==> src/zbdt_pkg.sv <==
`timescale 1ns / 1ps

package zbdt_pkg;

  localparam int unsigned COORD_W = 12;
  localparam int unsigned DEPTH_W = 24;
  localparam int unsigned COLOR_W = 24;
  localparam int unsigned MODE_W = 2;
  localparam int unsigned FRAME_W = 9;
  localparam int unsigned REG_IDX_W = 2;
  // internal dimension width, wide enough for the largest frame parameter
  localparam int unsigned DIM_W = 13;
  // linear pixel index width before trimming to the store address
  localparam int unsigned LIN_W = 24;

  localparam int unsigned DEF_MAX_WIDTH = 256;
  localparam int unsigned DEF_MAX_HEIGHT = 256;
  localparam int unsigned DEF_DEPTH_BITS = 24;

  localparam logic [FRAME_W-1:0] FRAME_RESET = FRAME_W'(256);

  localparam logic [MODE_W-1:0] MODE_PLOT = 2'd0;
  localparam logic [MODE_W-1:0] MODE_CLEAR = 2'd1;
  localparam logic [MODE_W-1:0] MODE_READ = 2'd2;

  localparam logic [REG_IDX_W-1:0] REG_FRAME_WIDTH = 2'd0;
  localparam logic [REG_IDX_W-1:0] REG_FRAME_HEIGHT = 2'd1;

  typedef struct packed {
    logic [MODE_W-1:0] mode;
    logic signed [COORD_W-1:0] pos_x;
    logic signed [COORD_W-1:0] pos_y;
    logic signed [DEPTH_W-1:0] depth_in;
    logic [COLOR_W-1:0] color_in;
  } frag_t;

  typedef struct packed {
    logic accepted;
    logic in_range;
    logic [COLOR_W-1:0] color_out;
    logic signed [DEPTH_W-1:0] depth_out;
  } res_t;

  typedef struct packed {
    logic [REG_IDX_W-1:0] reg_idx;
    logic [FRAME_W-1:0] wdata;
  } cfg_t;

endpackage

==> src/zbdt_addr.sv <==
`timescale 1ns / 1ps

module zbdt_addr #(
  parameter int unsigned MAX_WIDTH = zbdt_pkg::DEF_MAX_WIDTH,
  parameter int unsigned MAX_HEIGHT = zbdt_pkg::DEF_MAX_HEIGHT,
  parameter int unsigned ADDR_W = 16
) (
  input  logic signed [zbdt_pkg::COORD_W-1:0] pos_x_i,
  input  logic signed [zbdt_pkg::COORD_W-1:0] pos_y_i,
  input  logic [zbdt_pkg::FRAME_W-1:0]        frame_width_i,
  input  logic [zbdt_pkg::FRAME_W-1:0]        frame_height_i,
  output logic                                inside_o,
  output logic [ADDR_W-1:0]                   addr_o
);
  import zbdt_pkg::*;

  logic [DIM_W-1:0] eff_w;
  logic [DIM_W-1:0] eff_h;
  logic             x_ok;
  logic             y_ok;
  logic [LIN_W-1:0] row_base;
  logic [LIN_W-1:0] lin;

  // frame registers above the store size act as the store size
  assign eff_w = (DIM_W'(frame_width_i) > DIM_W'(MAX_WIDTH)) ? DIM_W'(MAX_WIDTH)
                                                              : DIM_W'(frame_width_i);
  assign eff_h = (DIM_W'(frame_height_i) > DIM_W'(MAX_HEIGHT)) ? DIM_W'(MAX_HEIGHT)
                                                                : DIM_W'(frame_height_i);

  assign x_ok = !pos_x_i[COORD_W-1] && (DIM_W'(pos_x_i[COORD_W-2:0]) < eff_w);
  assign y_ok = !pos_y_i[COORD_W-1] && (DIM_W'(pos_y_i[COORD_W-2:0]) < eff_h);
  assign inside_o = x_ok && y_ok;

  // row stride is the effective width
  assign row_base = LIN_W'(pos_y_i[COORD_W-2:0]) * LIN_W'(eff_w);
  assign lin = row_base + LIN_W'(pos_x_i[COORD_W-2:0]);
  assign addr_o = lin[ADDR_W-1:0];

endmodule

==> config.mk <==
export PLATFORM = sky130hd
export DESIGN_NAME = zbdt_addr
export DESIGN_NICKNAME = d
export VERILOG_FILES = /design/src/zbdt_pkg.sv /design/src/zbdt_addr.sv
export SDC_FILE = /design/constraint.sdc
export NUM_CORES = 1
export LEC_CHECK = 0
export BUFFER_PORTS_ARGS = -buffer_cell sky130_fd_sc_hd__clkbuf_2
export CORE_UTILIZATION = 50
export DETAILED_ROUTE_END_ITERATION = 6
export PLACE_DENSITY_LB_ADDON = 0.3
export SLEW_MARGIN = 20
export SYNTH_ARGS = -nofsm -noshare
export SYNTH_HDL_FRONTEND = slang
export SYNTH_SLANG_ARGS = --single-unit
==> constraint.sdc <==
create_clock -name vclk -period 8.6
set_input_delay 0.86 -clock vclk [all_inputs]
set_output_delay 0.86 -clock vclk [all_outputs]
set_load 0.01 [all_outputs]
# Yosys cells after proc, flatten, opt, wreduce, memory -nomap -nowiden
# Index checks and enable logic that the tools add are counted.
# op_classes
n_reduce_logical	5
magnitude_cmp	4
multipliers	1
mux	2
add_sub_neg	1
# ops
op	n
$lt A11 B9 Y1	2
$gt A9 B9 Y1 const B	2
$mux W9	2
$add A16 B11 Y16	1
$mul A11 B9 Y16	1
$logic_and A1 B1 Y1	3
$logic_not A1 Y1	2
# word_totals
out_inout_bits	17
reg_bits	0
in_bits	42

# Longest topological paths before layout
# depth
depth_word	5
depth_mapped	20

# Worst setup path before layout
# No wires, ideal clock.
# synth_path
path_type	input to output
from	in frame_width_i[2] (netlist bit)
to	out addr_o[14]
cell_stages	17
required_time_ps	7740
arrival_time_ps	5368
slack_ps	2372
path_cell_list	nor2b_1 > clkbuf_1 > nand2_1 > fa_1 > inv_1 > fa_1 > fa_1 > fa_1 > inv_1 > fa_1 > inv_1 > ha_1 > o21ai_0 > a21oi_1 > a21oi_1 > a31o_2 > o311ai_1
# synth_via
elab_chain_cells	4
# synth_rtl
item	line	text
start, declared	zbdt_addr.sv:10	input logic [zbdt_pkg::FRAME_W-1:0] frame_width_i,
$gt A9 B9 Y1	zbdt_addr.sv:25	assign eff_w = (DIM_W'(frame_width_i) > DIM_W'(MAX_WIDTH)) ? DIM_W'(MAX_WIDTH)
$mux W9 *	zbdt_addr.sv:25	
$mul A11 B9 Y16 *	zbdt_addr.sv:35	assign row_base = LIN_W'(pos_y_i[COORD_W-2:0]) * LIN_W'(eff_w);
$add A16 B11 Y16 *	zbdt_addr.sv:36	assign lin = row_base + LIN_W'(pos_x_i[COORD_W-2:0]);
end, declared	zbdt_addr.sv:13	output logic [ADDR_W-1:0] addr_o
# Mark *: on every way between the ends. The rest lies on a longest branch, timed or not.

# Final worst setup path
# layout_path
from	in frame_width_i[8] (netlist bit)
to	out addr_o[15]
# Same word-level chain as after synthesis.

==> results.md <==
- The run finished with clean final reports.
- The via count of the first global-routing pass is 2,868.
- The synthesis-to-finish area growth is 10.6%.
- With fillers left out, the area of the finished cells amounts to 0.00396 mm^2.
- The placed cell count is 573.
- The endpoint arrival time on the critical path is 6210 ps.
- Counting the fill cells in the layout gives 684.
- The vertical die dimension is 86.6 um.
- The synthesized instance count is 430.
- The number of I/O pins is 59.
- IR analysis of the VDD net gives a maximum drop of 118 uV.
- The reported leakage power is 2.11 nW.
- The number of detailed-route iterations in the first pass is 5.
- The analysis attributes to net switching a power of 0.392 mW.
- In this run the cell area of the synthesized design comes to 0.00358 mm^2.
- The detailed router finished its first iteration with 133 violations.
- The data required time at the worst endpoint is 7740 ps.
- The post-route fraction of the period consumed by the critical path is 0.822.
- Of the total synthesized cell area, the portion taken by AND, OR, NAND and NOR gates is 0.205.
- After routing, the total negative slack on setup checks comes to 0 ps.
- The count of sequential standard cells is 0.
- The most numerous cell type found on the critical path is sky130_fd_sc_hd__fa_1.
- The x dimension of the die is 86.6 um.
- The share of total power dissipated in sequential elements is 0.
- Of the cells placed in the final design, the portion with a size suffix greater than 1 is 0.147.
- The worst setup path is of the primary input to output port kind.
- The final-report setup violation count is 0.
- The die area is 0.00750 mm^2.
- In the post-synthesis netlist, the biggest area contributors are sky130_fd_sc_hd__fa_1 37%, sky130_fd_sc_hd__ha_1 19%, sky130_fd_sc_hd__inv_1 9.0%.
- Walking the worst path, the cells encountered are clkbuf_2, nor2b_1, nand2_1, fa_1, inv_1, fa_1, fa_1, fa_1, inv_1, fa_1, inv_1, ha_1, a21o_1, a211oi_2, a21oi_1, a221oi_2, xnor2_1, clkbuf_2.
- The clock period minus final worst setup slack is 7070 ps.
- The critical path crosses 18 cells after its start point.
- The count of cells in the finished layout, fillers not included, comes to 573.
- The xor and xnor area share after synthesis is 0.0441.
- The maximum clock frequency is 0.141 GHz.
- The routed layout has 2,921 vias.
- In this run, post-CTS hold repair placed 0 buffers.
- The placed instances occupy a cell area of 0.00396 mm^2.
- The number of buffers inserted by post-CTS setup repair is 0.
- Entering global routing, the biggest net connects 19 pins.
- At the end of routability-driven placement, the weighted congestion stood at 0.846.
- The share of synthesized area in the top cell type comes to 0.369.
- Power spread over the standard cell area amounts to 179 mW/mm^2.
- The count of buffers inserted at the top-level ports is 59.
- The logic gate share of total power is 1.000.
- Across every metal layer, demand over resource in global routing totals 0.217.
- The number of library cell types mapped by synthesis is 40.
- The utilization after layout is 0.576.
- The slowest stage of the critical path belongs to the cell sky130_fd_sc_hd__nor2b_1.
- The kind of start point of the critical path is a primary input.
- The area fraction in compound gates after synthesis is 0.0843.
- The number of antenna violations at the first check in global routing is 0.
- The clock network fraction of total power is 0.
- Max-cap violations in this run came to 0.
- The standard cell core area is 0.00687 mm^2.
- The maximum fanout along the worst path is 18.
- The number of instances on the worst hold path is 3.
- The fraction of power spent switching nets is 0.554.
- Dividing the detail-routed wire length by the instance count gives 13.2 um.
- Of the total synthesized cell area, the portion taken by full adders, half adders and majority gates is 0.558.
- The footprint of the flip-flops and latches is 0 um^2.
- The via count normalized by instance count is 5.10.
- The net count after synthesis is 592.
- The slew at the pin closest to its max-slew limit is 824 ps.
- The number of endpoints with negative hold slack in the final report was 0.
- The synthesis warning total is 0.
- For this run the aggregate overflow at the end of global routing stands at 0.
- After floorplanning, the core was divided into 30 placement rows.
- The cell family contributing the most delay on the critical path is adder cells.
- Of the synthesized area, sequential elements account for 0.
- The min-delay analysis places its worst path in the category primary input to output port.
- For this configuration, the core starts out at a cell density of 0.521.
- The peak per-stage delay on the critical path is 710 ps.
- The max-slew headroom at the worst pin is 0.449.
- Of all cell types, the one taking the most synthesized area is sky130_fd_sc_hd__fa_1.
- Setup repair after global routing left no endpoint under its margin.
- The count of antenna diodes in the layout is 0.
- The half-perimeter wire length after placement is 6.58 mm.
- The number of buffers and inverters on the critical path is 5.
- In the routed design, unresolved DRC markers number 0.
- The wire length of the first global-routing pass is 13.1 mm.
- Cell internal power was estimated by the tool at 0.315 mW.
- After synthesis, the largest family of logic cells by area is adder cells.
- The number of pins with negative max-slew slack in the final report was 0.
- The fraction of synthesized area in multiplexers is 0.00280.
- The quantity of gates resized following cts is 0.
- The total power draw is 0.707 mW.
- In the finished layout, the clock tree contains a buffer count of 0.
- STA classifies the critical path endpoint as an output port.
- The detail route stage leaves a number of antenna-violating nets equal to 0.
- The mean instance size in the synthesized netlist is 8.32 um^2.
- Wires add up to 7.54 mm.
- At the end of the flow, the number of nets in the layout was 641.
## synthesized netlist by cell type, types with 2 or more instances
cell type                   count
sky130_fd_sc_hd__ha_1          54
sky130_fd_sc_hd__and2_1        39
sky130_fd_sc_hd__nor3_1         3
sky130_fd_sc_hd__nand2_1       65
sky130_fd_sc_hd__nor2b_1       11
sky130_fd_sc_hd__o2111ai_1      2
sky130_fd_sc_hd__a211oi_1       4
sky130_fd_sc_hd__a21oi_1       12
sky130_fd_sc_hd__fa_1          66
sky130_fd_sc_hd__clkbuf_1       9
sky130_fd_sc_hd__xor2_1         2
sky130_fd_sc_hd__nor2_1        12
sky130_fd_sc_hd__o21a_1         4
sky130_fd_sc_hd__a21o_1         4
sky130_fd_sc_hd__nand3_1        5
sky130_fd_sc_hd__xnor2_1       16
sky130_fd_sc_hd__a221oi_2       2
sky130_fd_sc_hd__buf_1          5
sky130_fd_sc_hd__and2_2         4
sky130_fd_sc_hd__inv_1         86
sky130_fd_sc_hd__o21ai_0        5
sky130_fd_sc_hd__o21ai_1        2
## cell families after synthesis
logic type / after synthesis
multiplexers: 1
adder cells (fa/ha/maj): 120
AND/OR/NAND/NOR: 147
XOR/XNOR: 18
AO/OA/AOI/OAI: 43
buffers and inverters: 101
## cell type report
class / instances / area [um^2] / share of cell area
Multi-Input combinational cell: 329 / 3200 / 0.809
Inverter: 87 / 327 / 0.0826
Timing Repair Buffer: 61 / 310 / 0.0785
Tap cell: 96 / 120 / 0.0304
## worst paths after layout
path	from	end	slack, ps
worst max-delay path	frame_width_i[8]	addr_o[15]	1530
worst min-delay path	pos_x_i[0]	addr_o[0]	2060
## through the flow
step	hold slack, ps	setup slack [ps]
finish	2060	1530
global placement	2060	1610
global route	2080	1230
detailed placement	2060	1550
CTS	2060	1540
floorplan	1870	2370
## cells in the final DEF, fill, tap and decap left out, drive strengths merged, types with 5 or more instances in the layout
| master | synthesis | layout |
|---|---|---|
| inv | 86 | 86 |
| fa | 66 | 66 |
| nand2 | 65 | 65 |
| clkbuf | 9 | 59 |
| ha | 54 | 54 |
| and2 | 43 | 43 |
| xnor2 | 16 | 16 |
| a21oi | 12 | 12 |
| nor2 | 12 | 12 |
| nor2b | 11 | 11 |
| o21ai | 7 | 7 |
| nand3 | 5 | 5 |
| a211oi | 5 | 5 |
## power groups by stage
stage | sequential (mW) | clock [mW] | combinational, mW
6_report | 0 | 0 | 0.707
5_1_grt | 0 | 0 | 0.806
4_1_cts | 0 | 0 | 0.718
3_5_place_dp | 0 | 0 | 0.714
3_3_place_gp | 0 | 0 | 0.702
2_1_floorplan | 0 | 0 | 0.523
## metal layers
layer | global-route usage | vias to the layer above | part of all wire
met5 | 0 | - | 0
met4 | 0.0242 | 0 | 0.011
met3 | 0.00952 | 7 | 0.042
met2 | 0.381 | 76 | 0.50
met1 | 0.310 | 1405 | 0.44
li1 | - | 1433 | -
Note: power is estimated with default switching activity, not from simulation.
